File: src/design/c8alu_pkg.sv
package c8alu_pkg;

    localparam logic [5:0] OP_ADD   = 6'd0;
    localparam logic [5:0] OP_ADC   = 6'd1;
    localparam logic [5:0] OP_SUB   = 6'd2;
    localparam logic [5:0] OP_SBC   = 6'd3;
    localparam logic [5:0] OP_AND   = 6'd4;
    localparam logic [5:0] OP_OR    = 6'd5;
    localparam logic [5:0] OP_XOR   = 6'd6;
    localparam logic [5:0] OP_CP    = 6'd7;
    localparam logic [5:0] OP_INC8  = 6'd8;
    localparam logic [5:0] OP_DEC8  = 6'd9;
    localparam logic [5:0] OP_INC16 = 6'd10;
    localparam logic [5:0] OP_DEC16 = 6'd11;
    localparam logic [5:0] OP_CPL   = 6'd12;
    localparam logic [5:0] OP_BIT   = 6'd13;
    localparam logic [5:0] OP_RES   = 6'd14;
    localparam logic [5:0] OP_SET   = 6'd15;
    localparam logic [5:0] OP_RLCA  = 6'd16;
    localparam logic [5:0] OP_RLA   = 6'd17;
    localparam logic [5:0] OP_RRCA  = 6'd18;
    localparam logic [5:0] OP_RRA   = 6'd19;
    localparam logic [5:0] OP_RLC   = 6'd20;
    localparam logic [5:0] OP_RL    = 6'd21;
    localparam logic [5:0] OP_RRC   = 6'd22;
    localparam logic [5:0] OP_RR    = 6'd23;
    localparam logic [5:0] OP_SLA   = 6'd24;
    localparam logic [5:0] OP_SRA   = 6'd25;
    localparam logic [5:0] OP_SRL   = 6'd26;
    localparam logic [5:0] OP_SWAP  = 6'd27;
    localparam logic [5:0] OP_CCF   = 6'd28;
    localparam logic [5:0] OP_SCF   = 6'd29;
    localparam logic [5:0] OP_ADDHL = 6'd30;
    localparam logic [5:0] OP_ADDSP = 6'd31;
    localparam logic [5:0] OP_DAA   = 6'd32;
    localparam logic [5:0] OP_DI    = 6'd33;
    localparam logic [5:0] OP_EI    = 6'd34;

    // Operation classes assigned by the front end.
    localparam logic [2:0] CLS_ARITH = 3'd0;
    localparam logic [2:0] CLS_LOGIC = 3'd1;
    localparam logic [2:0] CLS_UNARY = 3'd2;
    localparam logic [2:0] CLS_SHIFT = 3'd3;
    localparam logic [2:0] CLS_WORD  = 3'd4;
    localparam logic [2:0] CLS_MISC  = 3'd5;
    localparam logic [2:0] CLS_NOP   = 3'd6;

    localparam int QUEUE_DEPTH = 2;

    typedef struct packed {
        logic [5:0]  op;
        logic [7:0]  operand_byte;
        logic        target_is_acc;
        logic [2:0]  bit_index;
        logic [15:0] word_left;
        logic [15:0] word_right;
        logic [7:0]  offset;
    } item_t;

    typedef struct packed {
        logic [2:0] cls;
        item_t      item;
    } decoded_t;

    typedef struct packed {
        logic [7:0]  result_byte;
        logic [15:0] result_word;
        logic [7:0]  acc_out;
        logic        zero_flag;
        logic        subtract_flag;
        logic        half_flag;
        logic        carry_flag;
        logic        irq_enabled;
    } result_t;

endpackage

File: src/design/c8alu_if.sv
interface c8alu_in_if;
    logic        valid;
    logic        ready;
    logic [5:0]  op;
    logic [7:0]  operand_byte;
    logic        target_is_acc;
    logic [2:0]  bit_index;
    logic [15:0] word_left;
    logic [15:0] word_right;
    logic signed [7:0] offset;

    modport source (output valid, op, operand_byte, target_is_acc, bit_index,
                    word_left, word_right, offset, input ready);
    modport sink (input valid, op, operand_byte, target_is_acc, bit_index,
                  word_left, word_right, offset, output ready);
endinterface

interface c8alu_out_if;
    logic        valid;
    logic        ready;
    logic [7:0]  result_byte;
    logic [15:0] result_word;
    logic [7:0]  acc_out;
    logic        zero_flag;
    logic        subtract_flag;
    logic        half_flag;
    logic        carry_flag;
    logic        irq_enabled;

    modport source (output valid, result_byte, result_word, acc_out, zero_flag,
                    subtract_flag, half_flag, carry_flag, irq_enabled, input ready);
    modport sink (input valid, result_byte, result_word, acc_out, zero_flag,
                  subtract_flag, half_flag, carry_flag, irq_enabled, output ready);
endinterface

File: src/design/cpu8_alu_with_flags_core.sv
// 8-bit CPU ALU with accumulator, Z/N/H/C flags and interrupt master enable.
// Input channel in_ch carries one operation word (op, operands, bit index,
// 16-bit operands and signed offset); output channel out_ch carries one
// result word per operation: result byte, result word, accumulator and the
// flags after the operation.
// The front stage registers and classifies each word, a two-entry queue
// decouples it from the back stage, and the back stage executes against the
// held accumulator and flags and registers the result.
// Each accepted word passes the front register, the queue and the result
// register before its result is valid. Throughput is one word per cycle while the
// receiver does not stall; the back stage reads and writes the accumulator and flags for each word.
// Reset clears the accumulator, flags, interrupt enable and all valid bits.
// When the receiver holds ready low, the result register holds, then the
// queue fills, then the front register, and in_ch.ready drops.
module cpu8_alu_with_flags_core (
    input  logic        clk,
    input  logic        rst_n,
    c8alu_in_if.sink    in_ch,
    c8alu_out_if.source out_ch
);

    c8alu_pkg::decoded_t f_word, q_word;
    logic f_valid, f_ready, q_valid, q_ready;

    c8alu_front u_front (
        .clk, .rst_n, .in_ch,
        .dec_word(f_word), .dec_valid(f_valid), .dec_ready(f_ready)
    );

    c8alu_queue u_queue (
        .clk, .rst_n,
        .wr_word(f_word), .wr_valid(f_valid), .wr_ready(f_ready),
        .rd_word(q_word), .rd_valid(q_valid), .rd_ready(q_ready)
    );

    c8alu_back u_back (
        .clk, .rst_n,
        .dec_word(q_word), .dec_valid(q_valid), .dec_ready(q_ready), .out_ch
    );

endmodule

File: src/design/c8alu_front.sv
module c8alu_front (
    input  logic                 clk,
    input  logic                 rst_n,
    c8alu_in_if.sink             in_ch,
    output c8alu_pkg::decoded_t  dec_word,
    output logic                 dec_valid,
    input  logic                 dec_ready
);

    logic [2:0] cls;

    always_comb
    begin
        if (in_ch.op <= c8alu_pkg::OP_CP)
        begin
            if (in_ch.op == c8alu_pkg::OP_AND || in_ch.op == c8alu_pkg::OP_OR ||
                in_ch.op == c8alu_pkg::OP_XOR)
                cls = c8alu_pkg::CLS_LOGIC;
            else
                cls = c8alu_pkg::CLS_ARITH;
        end
        else if (in_ch.op == c8alu_pkg::OP_INC16 || in_ch.op == c8alu_pkg::OP_DEC16 ||
                 in_ch.op == c8alu_pkg::OP_ADDHL || in_ch.op == c8alu_pkg::OP_ADDSP)
            cls = c8alu_pkg::CLS_WORD;
        else if (in_ch.op >= c8alu_pkg::OP_RLCA && in_ch.op <= c8alu_pkg::OP_SWAP)
            cls = c8alu_pkg::CLS_SHIFT;
        else if (in_ch.op >= c8alu_pkg::OP_INC8 && in_ch.op <= c8alu_pkg::OP_SET)
            cls = c8alu_pkg::CLS_UNARY;
        else if (in_ch.op >= c8alu_pkg::OP_CCF && in_ch.op <= c8alu_pkg::OP_EI)
            cls = c8alu_pkg::CLS_MISC;
        else
            cls = c8alu_pkg::CLS_NOP;
    end

    // Forward queue register; one decoded word held at a time.
    logic                 valid_reg;
    c8alu_pkg::decoded_t  word_reg;

    assign in_ch.ready = !valid_reg || dec_ready;
    assign dec_valid   = valid_reg;
    assign dec_word    = word_reg;

    always_ff @(posedge clk or negedge rst_n)
    begin
        if (!rst_n)
            valid_reg <= 1'b0;
        else if (in_ch.ready)
            valid_reg <= in_ch.valid;
    end

    always_ff @(posedge clk)
    begin
        if (in_ch.ready && in_ch.valid)
        begin
            word_reg.cls                <= cls;
            word_reg.item.op            <= in_ch.op;
            word_reg.item.operand_byte  <= in_ch.operand_byte;
            word_reg.item.target_is_acc <= in_ch.target_is_acc;
            word_reg.item.bit_index     <= in_ch.bit_index;
            word_reg.item.word_left     <= in_ch.word_left;
            word_reg.item.word_right    <= in_ch.word_right;
            word_reg.item.offset        <= in_ch.offset;
        end
    end

endmodule

File: src/design/c8alu_queue.sv
module c8alu_queue (
    input  logic                 clk,
    input  logic                 rst_n,
    input  c8alu_pkg::decoded_t  wr_word,
    input  logic                 wr_valid,
    output logic                 wr_ready,
    output c8alu_pkg::decoded_t  rd_word,
    output logic                 rd_valid,
    input  logic                 rd_ready
);

    c8alu_pkg::decoded_t mem_reg [c8alu_pkg::QUEUE_DEPTH];
    logic       wr_ptr_reg, rd_ptr_reg;
    logic [1:0] count_reg;
    logic       push, pop;

    assign wr_ready = count_reg != 2'(c8alu_pkg::QUEUE_DEPTH);
    assign rd_valid = count_reg != 2'd0;
    assign rd_word  = mem_reg[rd_ptr_reg];
    assign push     = wr_valid && wr_ready;
    assign pop      = rd_valid && rd_ready;

    always_ff @(posedge clk)
    begin
        if (push)
            mem_reg[wr_ptr_reg] <= wr_word;
    end

    always_ff @(posedge clk or negedge rst_n)
    begin
        if (!rst_n)
        begin
            wr_ptr_reg <= 1'b0;
            rd_ptr_reg <= 1'b0;
            count_reg  <= 2'd0;
        end
        else
        begin
            if (push)
                wr_ptr_reg <= !wr_ptr_reg;
            if (pop)
                rd_ptr_reg <= !rd_ptr_reg;
            count_reg <= count_reg + 2'(push) - 2'(pop);
        end
    end

    a_no_overflow: assert property (@(posedge clk) disable iff (!rst_n)
        count_reg == 2'd2 |-> !push)
        else $error("queue written while full");
    a_count_step: assert property (@(posedge clk) disable iff (!rst_n)
        push && !pop |=> count_reg == $past(count_reg) + 2'd1)
        else $error("queue count did not follow a push");
    a_ptr_gap: assert property (@(posedge clk) disable iff (!rst_n)
        count_reg == 2'd1 |-> wr_ptr_reg != rd_ptr_reg)
        else $error("queue pointers out of step");

endmodule

File: src/design/c8alu_back.sv
module c8alu_back (
    input  logic                 clk,
    input  logic                 rst_n,
    input  c8alu_pkg::decoded_t  dec_word,
    input  logic                 dec_valid,
    output logic                 dec_ready,
    c8alu_out_if.source          out_ch
);

    logic [7:0] acc_reg;
    logic       z_reg, n_reg, h_reg, c_reg, ime_reg;
    logic       out_valid_reg;
    c8alu_pkg::result_t res_reg, res_next;

    logic [7:0] a, v, a_n, rb, sh_in, sh_out, mask;
    logic [15:0] rw, wl, wr;
    logic z, n, h, c, ime, cin, sh_co;
    logic [8:0] s9;
    logic [4:0] s5;
    logic [16:0] s17;
    logic [12:0] s13;
    logic [2:0] kind;
    logic [5:0] op;
    logic fire;

    assign dec_ready = !out_valid_reg || out_ch.ready;
    assign fire      = dec_valid && dec_ready;

    assign op   = dec_word.item.op;
    assign v    = dec_word.item.operand_byte;
    assign wl   = dec_word.item.word_left;
    assign wr   = dec_word.item.word_right;
    assign mask = 8'(1) << dec_word.item.bit_index;
    assign sh_in = (dec_word.cls == c8alu_pkg::CLS_SHIFT && op < c8alu_pkg::OP_RLC) ?
                   acc_reg : v;
    assign kind  = (op < c8alu_pkg::OP_RLC) ? 3'(op - c8alu_pkg::OP_RLCA)
                                            : 3'(op - c8alu_pkg::OP_RLC);

    always_comb
    begin
        unique case (kind)
            3'd0: begin sh_co = sh_in[7]; sh_out = {sh_in[6:0], sh_in[7]}; end
            3'd1: begin sh_co = sh_in[7]; sh_out = {sh_in[6:0], c_reg}; end
            3'd2: begin sh_co = sh_in[0]; sh_out = {sh_in[0], sh_in[7:1]}; end
            3'd3: begin sh_co = sh_in[0]; sh_out = {c_reg, sh_in[7:1]}; end
            3'd4: begin sh_co = sh_in[7]; sh_out = {sh_in[6:0], 1'b0}; end
            3'd5: begin sh_co = sh_in[0]; sh_out = {sh_in[7], sh_in[7:1]}; end
            3'd6: begin sh_co = sh_in[0]; sh_out = {1'b0, sh_in[7:1]}; end
            default: begin sh_co = 1'b0; sh_out = {sh_in[3:0], sh_in[7:4]}; end
        endcase
    end

    always_comb
    begin
        a = acc_reg; z = z_reg; n = n_reg; h = h_reg; c = c_reg; ime = ime_reg;
        rb = 8'd0; rw = 16'd0; a_n = 8'd0; s9 = 9'd0; s5 = 5'd0; s17 = 17'd0;
        s13 = 13'd0;
        cin = (op == c8alu_pkg::OP_ADC || op == c8alu_pkg::OP_SBC) ? c_reg : 1'b0;
        unique case (op)
            c8alu_pkg::OP_ADD, c8alu_pkg::OP_ADC:
            begin
                s9 = {1'b0, acc_reg} + {1'b0, v} + 9'(cin);
                s5 = {1'b0, acc_reg[3:0]} + {1'b0, v[3:0]} + 5'(cin);
                h = s5[4]; c = s9[8]; a = s9[7:0]; z = a == 8'd0; n = 1'b0; rb = a;
            end
            c8alu_pkg::OP_SUB, c8alu_pkg::OP_SBC, c8alu_pkg::OP_CP:
            begin
                s9 = {1'b0, acc_reg} - {1'b0, v} - 9'(cin);
                s5 = {1'b0, acc_reg[3:0]} - {1'b0, v[3:0]} - 5'(cin);
                h = s5[4]; c = s9[8]; z = s9[7:0] == 8'd0; n = 1'b1; rb = s9[7:0];
                if (op != c8alu_pkg::OP_CP)
                    a = s9[7:0];
            end
            c8alu_pkg::OP_AND:
            begin
                a = acc_reg & v; z = a == 8'd0; n = 1'b0; h = 1'b1; c = 1'b0; rb = a;
            end
            c8alu_pkg::OP_OR:
            begin
                a = acc_reg | v; z = a == 8'd0; n = 1'b0; h = 1'b0; c = 1'b0; rb = a;
            end
            c8alu_pkg::OP_XOR:
            begin
                a = acc_reg ^ v; z = a == 8'd0; n = 1'b0; h = 1'b0; c = 1'b0; rb = a;
            end
            c8alu_pkg::OP_INC8:
            begin
                rb = v + 8'd1; z = rb == 8'd0; n = 1'b0; h = v[3:0] == 4'hF;
                if (dec_word.item.target_is_acc) a = rb;
            end
            c8alu_pkg::OP_DEC8:
            begin
                rb = v - 8'd1; z = rb == 8'd0; n = 1'b1; h = v[3:0] == 4'h0;
                if (dec_word.item.target_is_acc) a = rb;
            end
            c8alu_pkg::OP_INC16: rw = wl + 16'd1;
            c8alu_pkg::OP_DEC16: rw = wl - 16'd1;
            c8alu_pkg::OP_CPL:
            begin
                a = ~acc_reg; n = 1'b1; h = 1'b1; rb = a;
            end
            c8alu_pkg::OP_BIT:
            begin
                z = (v & mask) == 8'd0; n = 1'b0; h = 1'b1; rb = v;
            end
            c8alu_pkg::OP_RES:
            begin
                rb = v & ~mask;
                if (dec_word.item.target_is_acc) a = rb;
            end
            c8alu_pkg::OP_SET:
            begin
                rb = v | mask;
                if (dec_word.item.target_is_acc) a = rb;
            end
            c8alu_pkg::OP_RLCA, c8alu_pkg::OP_RLA, c8alu_pkg::OP_RRCA, c8alu_pkg::OP_RRA:
            begin
                a = sh_out; c = sh_co; z = 1'b0; n = 1'b0; h = 1'b0; rb = a;
            end
            c8alu_pkg::OP_RLC, c8alu_pkg::OP_RL, c8alu_pkg::OP_RRC, c8alu_pkg::OP_RR,
            c8alu_pkg::OP_SLA, c8alu_pkg::OP_SRA, c8alu_pkg::OP_SRL, c8alu_pkg::OP_SWAP:
            begin
                rb = sh_out; c = sh_co; z = rb == 8'd0; n = 1'b0; h = 1'b0;
                if (dec_word.item.target_is_acc) a = rb;
            end
            c8alu_pkg::OP_CCF:
            begin
                c = !c_reg; n = 1'b0; h = 1'b0;
            end
            c8alu_pkg::OP_SCF:
            begin
                c = 1'b1; n = 1'b0; h = 1'b0;
            end
            c8alu_pkg::OP_ADDHL:
            begin
                s17 = {1'b0, wl} + {1'b0, wr};
                s13 = {1'b0, wl[11:0]} + {1'b0, wr[11:0]};
                h = s13[12]; c = s17[16]; n = 1'b0; rw = s17[15:0];
            end
            c8alu_pkg::OP_ADDSP:
            begin
                rw = wl + {{8{dec_word.item.offset[7]}}, dec_word.item.offset};
                s5 = {1'b0, wl[3:0]} + {1'b0, dec_word.item.offset[3:0]};
                s9 = {1'b0, wl[7:0]} + {1'b0, dec_word.item.offset};
                h = s5[4]; c = s9[8]; z = 1'b0; n = 1'b0;
            end
            c8alu_pkg::OP_DAA:
            begin
                a_n = acc_reg;
                if (!n_reg)
                begin
                    if (c_reg || acc_reg > 8'h99)
                    begin
                        a_n = a_n + 8'h60; c = 1'b1;
                    end
                    if (h_reg || a_n[3:0] > 4'h9)
                        a_n = a_n + 8'h06;
                end
                else
                begin
                    if (c_reg) a_n = a_n - 8'h60;
                    if (h_reg) a_n = a_n - 8'h06;
                end
                a = a_n; z = a == 8'd0; h = 1'b0; rb = a;
            end
            c8alu_pkg::OP_DI: ime = 1'b0;
            c8alu_pkg::OP_EI: ime = 1'b1;
            default: ;
        endcase
        res_next = '{result_byte: rb, result_word: rw, acc_out: a, zero_flag: z,
                     subtract_flag: n, half_flag: h, carry_flag: c, irq_enabled: ime};
    end

    always_ff @(posedge clk or negedge rst_n)
    begin
        if (!rst_n)
        begin
            acc_reg <= 8'd0; z_reg <= 1'b0; n_reg <= 1'b0; h_reg <= 1'b0;
            c_reg <= 1'b0; ime_reg <= 1'b0; out_valid_reg <= 1'b0;
        end
        else
        begin
            if (dec_ready)
                out_valid_reg <= dec_valid;
            if (fire)
            begin
                acc_reg <= res_next.acc_out;
                z_reg   <= res_next.zero_flag;
                n_reg   <= res_next.subtract_flag;
                h_reg   <= res_next.half_flag;
                c_reg   <= res_next.carry_flag;
                ime_reg <= res_next.irq_enabled;
            end
        end
    end

    always_ff @(posedge clk)
    begin
        if (fire)
            res_reg <= res_next;
    end

    assign out_ch.valid         = out_valid_reg;
    assign out_ch.result_byte   = res_reg.result_byte;
    assign out_ch.result_word   = res_reg.result_word;
    assign out_ch.acc_out       = res_reg.acc_out;
    assign out_ch.zero_flag     = res_reg.zero_flag;
    assign out_ch.subtract_flag = res_reg.subtract_flag;
    assign out_ch.half_flag     = res_reg.half_flag;
    assign out_ch.carry_flag    = res_reg.carry_flag;
    assign out_ch.irq_enabled   = res_reg.irq_enabled;

    a_acc_tracks: assert property (@(posedge clk) disable iff (!rst_n)
        fire |=> out_ch.acc_out == acc_reg && out_ch.carry_flag == c_reg)
        else $error("shown result disagrees with held state");
    a_state_hold: assert property (@(posedge clk) disable iff (!rst_n)
        !fire |=> $stable(acc_reg) && $stable(ime_reg))
        else $error("state changed without an item");
    a_stall_hold: assert property (@(posedge clk) disable iff (!rst_n)
        out_valid_reg && !out_ch.ready |=> out_valid_reg && $stable(res_reg))
        else $error("stalled result lost");

endmodule

File: src/flat_wrapper.sv
// flat-port wrapper written by rule: the top's interface ports become plain ports
module cpu8_alu_with_flags_core_flat 
  (clk, rst_n, in_ch_valid, in_ch_op, in_ch_operand_byte, in_ch_target_is_acc, in_ch_bit_index, in_ch_word_left, in_ch_word_right, in_ch_offset, in_ch_ready, out_ch_valid, out_ch_result_byte, out_ch_result_word, out_ch_acc_out, out_ch_zero_flag, out_ch_subtract_flag, out_ch_half_flag, out_ch_carry_flag, out_ch_irq_enabled, out_ch_ready);
  c8alu_in_if in_ch_i ();
  c8alu_out_if out_ch_i ();
  input  logic clk;
  input  logic rst_n;
  input wire logic [$bits(in_ch_i.valid)-1:0] in_ch_valid;
  input wire logic [$bits(in_ch_i.op)-1:0] in_ch_op;
  input wire logic [$bits(in_ch_i.operand_byte)-1:0] in_ch_operand_byte;
  input wire logic [$bits(in_ch_i.target_is_acc)-1:0] in_ch_target_is_acc;
  input wire logic [$bits(in_ch_i.bit_index)-1:0] in_ch_bit_index;
  input wire logic [$bits(in_ch_i.word_left)-1:0] in_ch_word_left;
  input wire logic [$bits(in_ch_i.word_right)-1:0] in_ch_word_right;
  input wire logic [$bits(in_ch_i.offset)-1:0] in_ch_offset;
  output wire logic [$bits(in_ch_i.ready)-1:0] in_ch_ready;
  output wire logic [$bits(out_ch_i.valid)-1:0] out_ch_valid;
  output wire logic [$bits(out_ch_i.result_byte)-1:0] out_ch_result_byte;
  output wire logic [$bits(out_ch_i.result_word)-1:0] out_ch_result_word;
  output wire logic [$bits(out_ch_i.acc_out)-1:0] out_ch_acc_out;
  output wire logic [$bits(out_ch_i.zero_flag)-1:0] out_ch_zero_flag;
  output wire logic [$bits(out_ch_i.subtract_flag)-1:0] out_ch_subtract_flag;
  output wire logic [$bits(out_ch_i.half_flag)-1:0] out_ch_half_flag;
  output wire logic [$bits(out_ch_i.carry_flag)-1:0] out_ch_carry_flag;
  output wire logic [$bits(out_ch_i.irq_enabled)-1:0] out_ch_irq_enabled;
  input wire logic [$bits(out_ch_i.ready)-1:0] out_ch_ready;
  assign in_ch_i.valid = in_ch_valid;
  assign in_ch_i.op = in_ch_op;
  assign in_ch_i.operand_byte = in_ch_operand_byte;
  assign in_ch_i.target_is_acc = in_ch_target_is_acc;
  assign in_ch_i.bit_index = in_ch_bit_index;
  assign in_ch_i.word_left = in_ch_word_left;
  assign in_ch_i.word_right = in_ch_word_right;
  assign in_ch_i.offset = in_ch_offset;
  assign in_ch_ready = in_ch_i.ready;
  assign out_ch_valid = out_ch_i.valid;
  assign out_ch_result_byte = out_ch_i.result_byte;
  assign out_ch_result_word = out_ch_i.result_word;
  assign out_ch_acc_out = out_ch_i.acc_out;
  assign out_ch_zero_flag = out_ch_i.zero_flag;
  assign out_ch_subtract_flag = out_ch_i.subtract_flag;
  assign out_ch_half_flag = out_ch_i.half_flag;
  assign out_ch_carry_flag = out_ch_i.carry_flag;
  assign out_ch_irq_enabled = out_ch_i.irq_enabled;
  assign out_ch_i.ready = out_ch_ready;
  cpu8_alu_with_flags_core u_core (.clk(clk), .rst_n(rst_n), .in_ch(in_ch_i), .out_ch(out_ch_i));
endmodule
File: config.mk
export PLATFORM = sky130hd
export DESIGN_NAME = cpu8_alu_with_flags_core_flat
export DESIGN_NICKNAME = d
export VERILOG_FILES = /design/src/design/c8alu_pkg.sv /design/src/design/c8alu_if.sv /design/src/design/cpu8_alu_with_flags_core.sv /design/src/design/c8alu_front.sv /design/src/design/c8alu_queue.sv /design/src/design/c8alu_back.sv /design/src/flat_wrapper.sv
export SDC_FILE = /design/constraint.sdc
export NUM_CORES = 1
export LEC_CHECK = 0
export BUFFER_PORTS_ARGS = -buffer_cell sky130_fd_sc_hd__buf_2
export CORE_ASPECT_RATIO = 1.75
export CORE_MARGIN = 1
export CORE_UTILIZATION = 56
export CTS_CLUSTER_SIZE = 8
export DETAILED_ROUTE_END_ITERATION = 6
export GPL_TIMING_DRIVEN = 0
export PLACE_DENSITY_LB_ADDON = 0.3
export SYNTH_ARGS = -nofsm -noshare
export SYNTH_HDL_FRONTEND = slang
export SYNTH_HIERARCHICAL = 1
export SYNTH_SLANG_ARGS = --single-unit
File: constraint.sdc
create_clock -name clk -period 4.2 [get_ports clk]
set_clock_uncertainty 0.15 [all_clocks]
set_input_delay 0.84 -clock clk [delete_from_list [all_inputs] [get_ports clk]]
set_output_delay 0.84 -clock clk [all_outputs]
set_load 0.01 [all_outputs]
* Word level (Yosys, flattened, before mapping)
Memory sizes are Yosys's and may differ from the RTL's.
Cells that the tools add are included.
** Cells by class
- Add/subtract/negate cells :: 25
- $lt $le $gt $ge :: 10
- Equal/unequal tests :: 51
- Shift operators :: 1
- Multiplexer cells :: 39
- Bitwise operators :: 8
- Reductions and logical operators :: 49
** Operators by type and width (number)
- case mux 8 bit (13 select lines) :: 2
- two-way mux 8 bit :: 17
- == test 6 x 5 -> 1 bit (second input constant) :: 18
- zero test 8 bit :: 10
- case mux 16 bit (4 select lines) :: 1
- == test 6 x 4 -> 1 bit (second input constant) :: 10
- case mux 8 bit (7 select lines) :: 1
- == test 6 x 3 -> 1 bit (second input constant) :: 7
- bitwise AND 8 bit :: 3
- OR reduction 23 bit :: 1
- adder 8 x 8 -> 9 bit :: 2
- == test 6 bit (second input constant) :: 3
- adder 16 x 16 -> 17 bit :: 1
- OR reduction 17 bit :: 1
- adder 16 x 1 -> 16 bit (second input constant) :: 1
- adder 16 bit :: 1
- NOT 8 bit :: 2
- OR 8 bit :: 2
- subtractor 16 x 1 -> 16 bit (second input constant) :: 1
- two-way mux 3 bit :: 5
- adder 12 x 12 -> 13 bit :: 1
- == test 6 x 2 -> 1 bit (second input constant) :: 2
- greater-or-equal comparator 6 x 5 -> 1 bit (second input constant) :: 2
- OR reduction 12 bit :: 1
- other kinds (52) :: 88
** Word-level totals
- Bits in registers :: 117
- RAM bits :: 122
- Input bits :: 62
- Logic and storage cells :: 211
- Memories kept :: 1
** Memories
- u_core.u_queue.mem_reg :: words 2, width 61, rd ports 1, clocked after memory_dff 0, wr ports 1, RTL line c8alu_queue.sv:12 : c8alu_pkg::decoded_t mem_reg [c8alu_pkg::QUEUE_DEPTH];

* Logic depth before layout (Yosys ltp)
Gate-level depths: netlist of run 1.
- Depth after elaboration :: 12
- Gate-level depth with buffers :: 18
- Depth with buffers taken out :: 14

* By module
The synthesis of run 1 kept the hierarchy.
** Modules (own cells, without submodules)
- c8alu_back :: times used 1, cells an instance 990, area each 7775.0 sq um, seq. area each 1461.4 sq um
- c8alu_queue :: times used 1, cells an instance 212, area each 4619.4 sq um, seq. area each 3763.6 sq um
- c8alu_front :: times used 1, cells an instance 79, area each 1963.1 sq um, seq. area each 1856.8 sq um

* Least setup slack after synthesis of run 1
Ideal clock, no wire load.
- Path kind :: register to register
- Start point :: register u_core.u_queue.rd_ptr_reg
- End point :: register u_core.u_back.res_reg (netlist bit u_core/u_back/out_ch.acc_out[4]) (data pin)
- Arrival :: 4.051 ns
- Path slack :: -0.267 ns
- Stages on the path, launching flop included :: 17
- Path buffers :: 4
- Cells stage by stage :: dfrtp_1 buf_2 buf_2 mux2_2 buf_4 buf_2 nand3_1 inv_1 fa_1 fa_1 a211oi_1 nor2_1 xor2_1 a221o_1 a2111oi_0 o211a_1 a21oi_1
** RTL lines
- start: declaration :: RTL line c8alu_queue.sv:13 : logic wr_ptr_reg, rd_ptr_reg;
- start signal: assignment :: RTL line c8alu_queue.sv:42 : rd_ptr_reg <= !rd_ptr_reg;
- end signal: assignment :: RTL line c8alu_back.sv:200 : res_reg <= res_next;
- end: declaration :: RTL line c8alu_back.sv:13 : c8alu_pkg::result_t res_reg, res_next;

==> run metrics, run 1 <==
status finished with violations; failing checks setup timing; pin count of the biggest net entering global routing 62; first-pass GRT wire length 76.8 mm; initial antenna violation count 1; drt first-iter violations 1167; worst hold path type input pin to async pin; CP max FO 7; synth unique cells 91; post-synthesis cell area approximately 14000 um^2; H-tree depth 2; Mapped Nets 1425; CTS Buf Count 35; critical path cell sequence buf_6 > buf_12 > mux2_4 > buf_4 > or4b_2 > clkbuf_1 > o21ai_0 > nand3_2 > nor4_2 > nor3_1 > buf_4 > a31oi_4; Crit path buffers/inverters 5; root buffer cell clkbuf_16; vias in the first global route between 10k and 15k; Clock Latency Late Sink between 500 and 600 ps; Vias around 12k; Yosys top cell by area edfxtp_1; Starting Density a little under three fifths; Rel. slew slack approximately an eighth; Yosys reg bits roughly 240; first drt pass iteration count 6; die span in x 123 um; final setup fails 14; fraction of final layout cells sized beyond drive strength 1 between 20% and 30%; die area around 26000 um^2; RSZ-0062 raised after global routing true; final instance area about 17000 um^2; max reg flops 122; area grow syn2layout 21.4%; Worst Path Arrival between 4000 and 5000 ps; CP Class flip-flop to flip-flop; Bufs on Longest Clock Path 3; Final min period approximately 4400 ps; Detail Placement HPWL approximately 38 mm; Synth top area share 46.0%; Worst Setup SP u_core/u_queue/rd_ptr_reg$_DFFE_PN0P_; WL/cell just over 30 um; Syn Area/Cell between 10 and 15 um^2; core area between 20000 and 30000 um^2; IO buf count 100; Slowest-stage cell, CP o21ai_0; DRC violations left 0; r2r startpoint u_core/u_queue/rd_ptr_reg$_DFFE_PN0P_; maxcap violations 0; fin. max-slew vios 0; Ports roughly 100; GR Overflow Total 0; Required @ worst endpoint 4400 ps; Antenna Nets Post-Route 0; ant diodes 0; Worst Tran Pin Value 1290 ps; Fmax achieved roughly 230 MHz; GP Congestion approximately 1.0; CP delay by family, top simple AND/OR/NAND/NOR gates; Main synth FF type edfxtp_1; CTS sink cnt 239; post-synthesis sequential area ratio between 40% and 50%; most used cell, CP buf_4; number of synthesized flops with an enable pin 220; synth top area cells edfxtp_1, ha_1, mux2_2, dfrtp_1, a21oi_1; Synth async-reset ratio around 8%; placed cell areas about 15000 um^2; num rows 77; Startpoint Class flip-flop; # nets final between 1.5k and 2k; Yosys warning total 6; PnR worst setup slack -241 ps; via-per-instance ratio ~7; synthesized instance count 1281; clock-pin slew on the worst setup and hold paths about 50 ps; CP Capture Type flip-flop; Die Y between 200 and 250 um; crit share post-route 106%; CTS tree done; Total GRT Usage between 40% and 50%; max incr delay on CP ~1100 ps; routed wire length around 54 mm; Hold Vio Cnt, Final 0
-- cells by family after synthesis --
group,synth area share [%]
AO/OA/AOI/OAI,17.8
XOR/XNOR,3.29
adder cells (fa/ha/maj),7.46
buffers and inverters,2.80
flip-flops,49.3
multiplexers,5.60
AND/OR/NAND/NOR,13.7
-- cells in the final DEF, fill, tap and decap left out, types with 8 or more instances in the layout --
cell type | Yosys | final
a211oi_1 | 17 | 10
a21o_1 | 19 | 18
a21oi_1 | 80 | 72
a31oi_1 | 17 | 15
and2_1 | 10 | 8
and3_1 | 9 | 9
buf_2 | 18 | 108
buf_4 | 2 | 46
clkbuf_1 | 34 | 30
clkbuf_16 | 0 | 36
dfrtp_1 | 19 | 18
edfxtp_1 | 220 | 220
ha_1 | 76 | 69
inv_1 | 36 | 32
mux2_2 | 67 | 58
mux2_4 | 0 | 9
nand2_1 | 72 | 70
nand2b_1 | 22 | 21
nand3_1 | 31 | 26
nand3b_1 | 11 | 11
nand4_1 | 11 | 11
nor2_1 | 90 | 83
nor2b_1 | 12 | 12
nor3_1 | 29 | 24
o211ai_1 | 19 | 19
o21a_1 | 8 | 8
o21ai_0 | 60 | 51
o21ai_1 | 3 | 10
o22ai_1 | 25 | 25
or2_2 | 10 | 10
or3_1 | 13 | 13
or4_1 | 10 | 9
xnor2_1 | 30 | 27
xor2_1 | 24 | 21
-- path summary, 6_finish.rpt --
kind                                                            endpoint  slack, ps  cells past startpoint
worst max-delay path            u_core/u_back/out_ch.zero_flag$_DFFE_PP_       -240                     12
worst min-delay path                     u_core/u_back/n_reg$_DFFE_PN0P_        130                      1
worst max register to register  u_core/u_back/out_ch.zero_flag$_DFFE_PP_       -240                     12
worst min register to register   u_core/u_queue/mem_reg[1][16]$_DFFE_PP_        290                      0
max in group asynchronous           u_core/u_back/acc_reg[1]$_DFFE_PN0P_       3420                      1
min in group clk                 u_core/u_queue/mem_reg[1][16]$_DFFE_PP_        290                      0
-- through the flow --
step	hold WS, ps	cells	utilization (%)	setup TNS (ps)	setup WS (ps)
after global placement	273	1697	60.7	-86000	-1120
after global routing	147	1784	69.1	-1980	-210
final	133	1784	69.1	-1110	-241
after detailed placement	282	1700	61.0	-24140	-1100
after CTS	145	1765	67.1	-1120	-139
after floorplan	271	1281	-	0	28.3
-- synth_stat cells, drive strengths merged, types with 13 or more instances --
cell	number
or3	13
mux2	67
a21oi	80
clkbuf	34
inv	36
nor2	92
a21o	19
a31oi	18
dfrtp	19
a211oi	18
buf	24
o21ai	63
o22ai	25
nor3	30
ha	76
nand2b	22
edfxtp	220
xor2	24
nand3	31
xnor2	30
nand2	72
o211ai	19
-- routing by layer --
metal	part of all wire, %	wire length [um]	vias up	global-route usage (%)
met5	0	0	-	0
met4	11	6150	0	38.5
met3	8.5	4580	313	10.0
met2	49	26500	810	71.2
met1	31	16800	5963	40.6
li1	-	-	5325	-
-- cell type report --
type / count / area, um^2
multi-input cells: 947 / 7610
flip-flops and latches: 239 / 7080
well taps: 316 / 395
plain buffers: 53 / 327
repair buffers: 149 / 926
inverters: 37 / 146
clock buffers: 41 / 920
clock inverters: 2 / 25.0
fillers: 1794 / 7810
-- what timing repair did --
action | in CTS | in global routing
endpoints found under the setup margin | 41 | 32
cloned | 0 | 0
buffers inserted | 27 | 19
resized for setup | 95 | 76
hold buffers | 0 | 0
pin swaps | 39 | 44
Power of run 1 is left out: the tool's default activity adds up to more than one toggle a clock period on the data nets, which glitch-free logic cannot reach.
==> run 2, diff against run 1 <==
--- a/config.mk
+++ b/config.mk
@@ -8,11 +8,11 @@
 export BUFFER_PORTS_ARGS = -buffer_cell sky130_fd_sc_hd__buf_2
 export CORE_ASPECT_RATIO = 1.75
 export CORE_MARGIN = 1
-export CORE_UTILIZATION = 56
+export CORE_UTILIZATION = 60
 export CTS_CLUSTER_SIZE = 8
 export DETAILED_ROUTE_END_ITERATION = 6
 export GPL_TIMING_DRIVEN = 0
-export PLACE_DENSITY_LB_ADDON = 0.3
+export PLACE_DENSITY = 0.79
 export SYNTH_ARGS = -nofsm -noshare
 export SYNTH_HDL_FRONTEND = slang
 export SYNTH_HIERARCHICAL = 1
==> constraint.sdc (replaced) <==
create_clock -name clk -period 5.55 [get_ports clk]
set_clock_uncertainty 0.15 [all_clocks]
set_input_delay 1.11 -clock clk [delete_from_list [all_inputs] [get_ports clk]]
set_output_delay 1.11 -clock clk [all_outputs]
set_load 0.01 [all_outputs]
==> run 2 against run 1 <==
  * The run now ends clean
  * Sequential share of layout area rose by 2.7 points
  * Final cell count shrank 2.7%
  * Wire length down 8.2%
  * Critical path depth is 1 higher
  * Register-to-register slack gained 250 ps
  * Hold slack gained 160 ps
  * Core utilization grew 0.77 points
  * First-iteration DRC count shrank 11%
  * Final area down 6.2%
  * Critical endpoint is now u_core/u_back/out_ch.acc_out[2]$_DFFE_PP_
  * Highest routed layer is now met5
==> run metrics, run 2 (same netlist as run 1, synthesis figures left out) <==
die area 24600 um^2; Bufs on Longest Clock Path 3; Detail Placement HPWL about 35 mm; max reg flops 122; commonest non-fill, non-tap cell in the layout edfxtp_1; leakage about 6 nW; area grow syn2layout 13.9%; final setup fails 0; first-pass GRT wire length about 73 mm; WL/cell 28.6 um; P_sw 5.79 mW; GP Congestion 1.10; commonest non-fill, non-tap cells in the layout edfxtp_1, buf_2, nor2_1; via-per-instance ratio ~6.9; Rel. slew slack under 10%; pin count of the biggest net entering global routing between 60 and 70; Hold Vio Cnt, Final 0; grt met3 use about a tenth; Die Y approximately 210 um; Fmax achieved 180 MHz; die span in x around 120 um; RSZ-0062 raised after global routing false; IO buf count 100; DRC violations left 0; first drt pass iteration count 6; PnR worst setup slack 8.53 ps; GR Overflow Total 0; crit share post-route roughly 100%; CP Capture Type flip-flop; vias in the first global route ~12k; maximum vdd drop between 0.5 and 0.6 mV; drt first-iter violations around 1.0k; Antenna Nets Post-Route 0; Vias 12.0k; maxcap violations 0; area of the multi-input gates between 6000 and 7000 um^2; fill count between 1.5k and 2k; CTS Buf Count 35; clock-pin slew on the worst setup and hold paths around 50 ps; Worst Path Arrival around 5600 ps; Ports just over 100; Total GRT Usage approximately two fifths; met2 usage between 70 and 80%; Clock Latency Late Sink around 520 ps; Final min period ~5500 ps; initial antenna violation count 1; Startpoint Class flip-flop; num rows 74; fraction of final layout cells sized beyond drive strength 1 between 10% and 20%; routed wire length between 40 and 50 mm; hold buffers post-CTS 0; Reg area around 7100 um^2; core area approximately 23000 um^2; dpl ws -63.0 ps; status complete, no violations; CTS sink cnt about 240; CP max FO 10; root buffer cell clkbuf_16; combinational power share 60.4%; Required @ worst endpoint 5620 ps; Pint 6.34 mW; share of power burned in registers between 20% and 30%; GRT met1 Usage between 30% and 40%; fin. max-slew vios 0; switching part of the total 47.7%; clock power share 15.4%; # nets final 1568; total power roughly 12 mW; busiest metal layer after global routing met2; worst hold path type flip-flop to flip-flop; H-tree depth 2; Post-CTS Setup Bufs 0; Starting Density slightly above 60%; Worst Tran Pin Value roughly 1400 ps; Power Dens Cells 741 nW/um^2; CTS tree done; CP Class flip-flop to flip-flop
-- run 2: cell count changes in the layout (fill, tap and decap cells not counted), moves of 9 or more --
cell,before,now
buf_2,108,118
buf_4,46,2
clkbuf_1,30,39
mux2_2,58,67
mux2_4,9,0
o21ai_0,51,60
-- run 2: final timing paths --
check,cells after the start,endpoint,start,slack (ps)
worst max-delay path,13,u_core/u_back/out_ch.acc_out[2]$_DFFE_PP_,u_core/u_queue/rd_ptr_reg$_DFFE_PN0P_,9
worst min-delay path,0,u_core/u_queue/mem_reg[1][12]$_DFFE_PP_,u_core/u_front/dec_word[12]$_DFFE_PP_,290
worst max register to register,13,u_core/u_back/out_ch.acc_out[2]$_DFFE_PP_,u_core/u_queue/rd_ptr_reg$_DFFE_PN0P_,9
worst min register to register,0,u_core/u_queue/mem_reg[1][12]$_DFFE_PP_,u_core/u_front/dec_word[12]$_DFFE_PP_,290
max in group asynchronous,1,u_core/u_back/acc_reg[7]$_DFFE_PN0P_,rst_n,4520
min in group asynchronous,1,u_core/u_back/acc_reg[4]$_DFFE_PN0P_,rst_n,400
-- run 2: power groups by stage --
| stage | Combinational (mW) | Clock [mW] | Sequential, mW |
|---|---|---|---|
| 6_report | 7.32 | 1.87 | 2.93 |
| 3_3_place_gp | 6.65 | 0 | 2.94 |
| 4_1_cts | 6.92 | 1.89 | 2.92 |
| 5_1_grt | 7.70 | 1.96 | 2.97 |
| 3_5_place_dp | 6.81 | 0 | 2.94 |
| 2_1_floorplan | 4.59 | 0 | 2.94 |
-- run 2: metal layers --
layer  wire length, um  share of wire (%)
met5                10              0.020
met2             25100                 51
met4              5070                 10
met1             15800                 32
met3              3600                7.3
-- run 2: timing repair --
item                                    4_1_cts  5_1_grt
pin swaps                                     0        0
gates resized for setup                       1       10
endpoints found under the setup margin        1        8
-- run 2: cell type report --
type / count / share of cell area [%]
inverter: 37 / 0.849
multi-input combinational: 947 / 42.4
antenna: 1 / 0.0153
sequential: 239 / 43.3
timing repair buffer: 106 / 3.67
clock inverter: 2 / 0.153
clock buffer: 42 / 5.65
tap: 304 / 2.33
buffer: 58 / 1.61
-- run 2: per-stage QoR --
stage               cells  instance area [um^2]  util (%)  TNS [ps]  hold slack, ps
finish               1736                 16400      69.8         0             290
global route         1735                 16400      69.8         0             306
CTS                  1733                 16300      69.5         0             291
detailed placement   1689                 15300      65.5     -63.0             283
global placement     1685                 15200      65.1     -30.9             272
floorplan            1281                 14400         -         0             271
-- run 2: worst max-delay path, cell delays in order, from the launching register on --
cell	delay [ps]
dfrtp_1	380
buf_2	240
buf_2	310
mux2_2	480
clkbuf_1	290
inv_1	300
ha_1	210
clkbuf_1	300
mux2i_1	160
o2bb2ai_1	180
a211oi_1	1100
o21ai_0	210
a2111oi_0	860
a21oi_1	80
Power figures use the tool's default switching activity.
==> run 3, diff against run 2 <==
--- a/config.mk
+++ b/config.mk
@@ -11,7 +11,6 @@
 export CORE_UTILIZATION = 60
 export CTS_CLUSTER_SIZE = 8
 export DETAILED_ROUTE_END_ITERATION = 6
-export GPL_TIMING_DRIVEN = 0
 export PLACE_DENSITY = 0.79
 export SYNTH_ARGS = -nofsm -noshare
 export SYNTH_HDL_FRONTEND = slang
==> run 3 against run 2 <==
  * Global-route usage rose by 3.5 points
  * Register-to-register slack improved by 630 ps
  * Sequential power is 4% higher
  * Sequential cell count stayed put
  * Wire length rose by 8.5%
  * Final cell count decreased by 1.9%
  * Sequential share of layout area is 0.61 points higher
  * Die area did not move
  * Core utilization is 0.96 points lower
  * First-iteration DRC count rose by 42%
  * Critical path type unchanged
  * Highest routed layer unchanged
==> run metrics, run 3 (same netlist as run 1, synthesis figures left out) <==
status complete, no violations; WL/cell roughly 32 um; crit share post-route just under 90%; hold buffers post-CTS 0; Fin Hold WS between 200 and 300 ps; vias in the first global route around 12k; # nets final 1532; P_sw roughly 5.9 mW; Vias about 12k; max incr delay on CP about 750 ps; Post-CTS Setup Bufs 0; r2r startpoint u_core/u_queue/rd_ptr_reg$_DFFE_PN0P_; final setup fails 0; Worst Path Arrival between 4000 and 5000 ps; Detail Placement HPWL between 30 and 40 mm; Power Dens Cells 757 nW/um^2; Fin Setup TNS 0 ps; Antenna Nets Post-Route 0; num rows 74; CTS Buf Count 35; fraction of final layout cells sized beyond drive strength 1 between 10% and 20%; CP Depth 12; Register-to-Register Path Depth 12; commonest non-fill, non-tap cells in the layout edfxtp_1, buf_2, nor2_1; Hold Vio Cnt, Final 0; Crit path buffers/inverters 0; maxcap violations 0; CP delay by family, top compound AO/OA/AOI/OAI gates; first-pass GRT wire length around 78 mm; Die Y around 210 um; Final min period around 4900 ps; H-tree depth 2; Setup crit end u_core/u_back/out_ch.result_word[14]$_DFFE_PP_; Total GRT Usage between 40 and 50%; Required @ worst endpoint roughly 5600 ps; GR Overflow Total 0; RSZ-0062 raised after global routing false; placed insts ~1.7k; Slowest-stage cell, CP or4b_1; IO buf count 100; fin. max-slew vios 0; CP Capture Type flip-flop; R2R setup slack ~640 ps; combinational power share approximately three fifths; commonest non-fill, non-tap cell in the layout edfxtp_1; max reg flops 122; first drt pass iteration count 5; Startpoint Class flip-flop; initial antenna violation count 5; CTS sink cnt between 200 and 250; core area between 20000 and 25000 um^2; Fmax achieved between 200 and 250 MHz; switching part of the total around 48%; maximum vdd drop ~0.5 mV; Worst Setup SP u_core/u_queue/rd_ptr_reg$_DFFE_PN0P_; leakage roughly 6 nW; Starting Density 61.3%; Rel. slew slack 5.35%; die span in x approximately 120 um; Ports 101; via-per-instance ratio 7.23; post-CTS sizing 0; clock-pin slew on the worst setup and hold paths about 50 ps; root buffer cell clkbuf_16; routed wire length around 54 mm; Pint around 6.3 mW; final std cells w/o fill between 1.5k and 2k; clock power share between 10% and 20%; CP Class flip-flop to flip-flop; Worst Tran Pin Value between 1000 and 1500 ps; Bufs on Longest Clock Path 3; pin count of the biggest net entering global routing between 60 and 70; CP max FO 27; drt first-iter violations 1474; reg2reg end u_core/u_back/out_ch.result_word[14]$_DFFE_PP_; DRC violations left 0; critical path cell sequence mux2_2 > or4b_1 > nor2_1 > a21o_1 > ha_1 > a211oi_1 > o21ai_0 > a311oi_1 > o2111ai_1 > a21oi_1 > xor2_1 > o22ai_1; ant diodes 0; CTS tree done; Clock Latency Late Sink between 500 and 600 ps; worst hold path type flip-flop to flip-flop; die area 24600 um^2; GP Congestion approximately 1.0; share of power burned in registers approximately a quarter; area grow syn2layout 12.4%
==> run 3: cell types whose count changed in the layout (fill, tap and decap cells not counted), sizes merged <==
cell and change:
clkbuf -31, clkinv -1, diode -1
==> run 3: layout make-up <==
type / instances / area (um^2)
Clock buffer: 47 / 921
Inverter: 37 / 139
Tap cell: 304 / 380
Timing Repair Buffer: 128 / 711
Clock inverter: 1 / 8.76
Sequential cell: 239 / 7080
Multi-Input combinational cell: 947 / 6890
Fill cell: 1661 / 7290
==> run 3: worst min path at each step <==
stage	from	endpoint	slack (ps)	cells after the start
after global placement	u_core/u_front/dec_word[9]$_DFFE_PP_	u_core/u_queue/mem_reg[0][9]$_DFFE_PP_	270	0
after floorplan	u_core/u_front/dec_word[0]$_DFFE_PP_	u_core/u_queue/mem_reg[0][0]$_DFFE_PP_	270	0
after global routing	u_core/u_front/dec_word[2]$_DFFE_PP_	u_core/u_queue/mem_reg[1][2]$_DFFE_PP_	300	0
after CTS	u_core/u_front/dec_word[14]$_DFFE_PP_	u_core/u_queue/mem_reg[0][14]$_DFFE_PP_	290	0
final	u_core/u_front/dec_word[14]$_DFFE_PP_	u_core/u_queue/mem_reg[1][14]$_DFFE_PP_	290	0
after detailed placement	u_core/u_front/dec_word[60]$_SDFFCE_PP0P_	u_core/u_queue/mem_reg[0][60]$_DFFE_PP_	280	0
==> run 3: power groups by stage <==
stage | Combinational (mW) | Clock [mW] | Sequential [mW]
3_5_place_dp | 6.74 | 0 | 3.03
4_1_cts | 6.92 | 1.89 | 3.02
2_1_floorplan | 4.59 | 0 | 2.94
6_report | 7.29 | 1.88 | 3.04
5_1_grt | 7.62 | 1.95 | 3.06
3_3_place_gp | 6.65 | 0 | 2.98
==> run 3: metrics by stage <==
stage / area, um^2 / setup WS (ps) / total power, mW / util [%]
2_1_floorplan: 14400 / 1080 / 7.53 / -
3_3_place_gp: 15200 / 877 / 9.63 / 64.9
3_5_place_dp: 15200 / 819 / 9.77 / 64.9
4_1_cts: 16100 / 773 / 11.8 / 68.9
5_1_grt: 16100 / 418 / 12.6 / 68.9
6_report: 16100 / 639 / 12.2 / 68.9
==> run 3: per-layer routing <==
metal,global-route usage [%],part of all wire (%),vias up
met5,0,0.076,-
met4,40.0,11,6
met3,10.4,9.1,313
met2,76.9,49,933
met1,44.8,31,5875
li1,-,-,5186
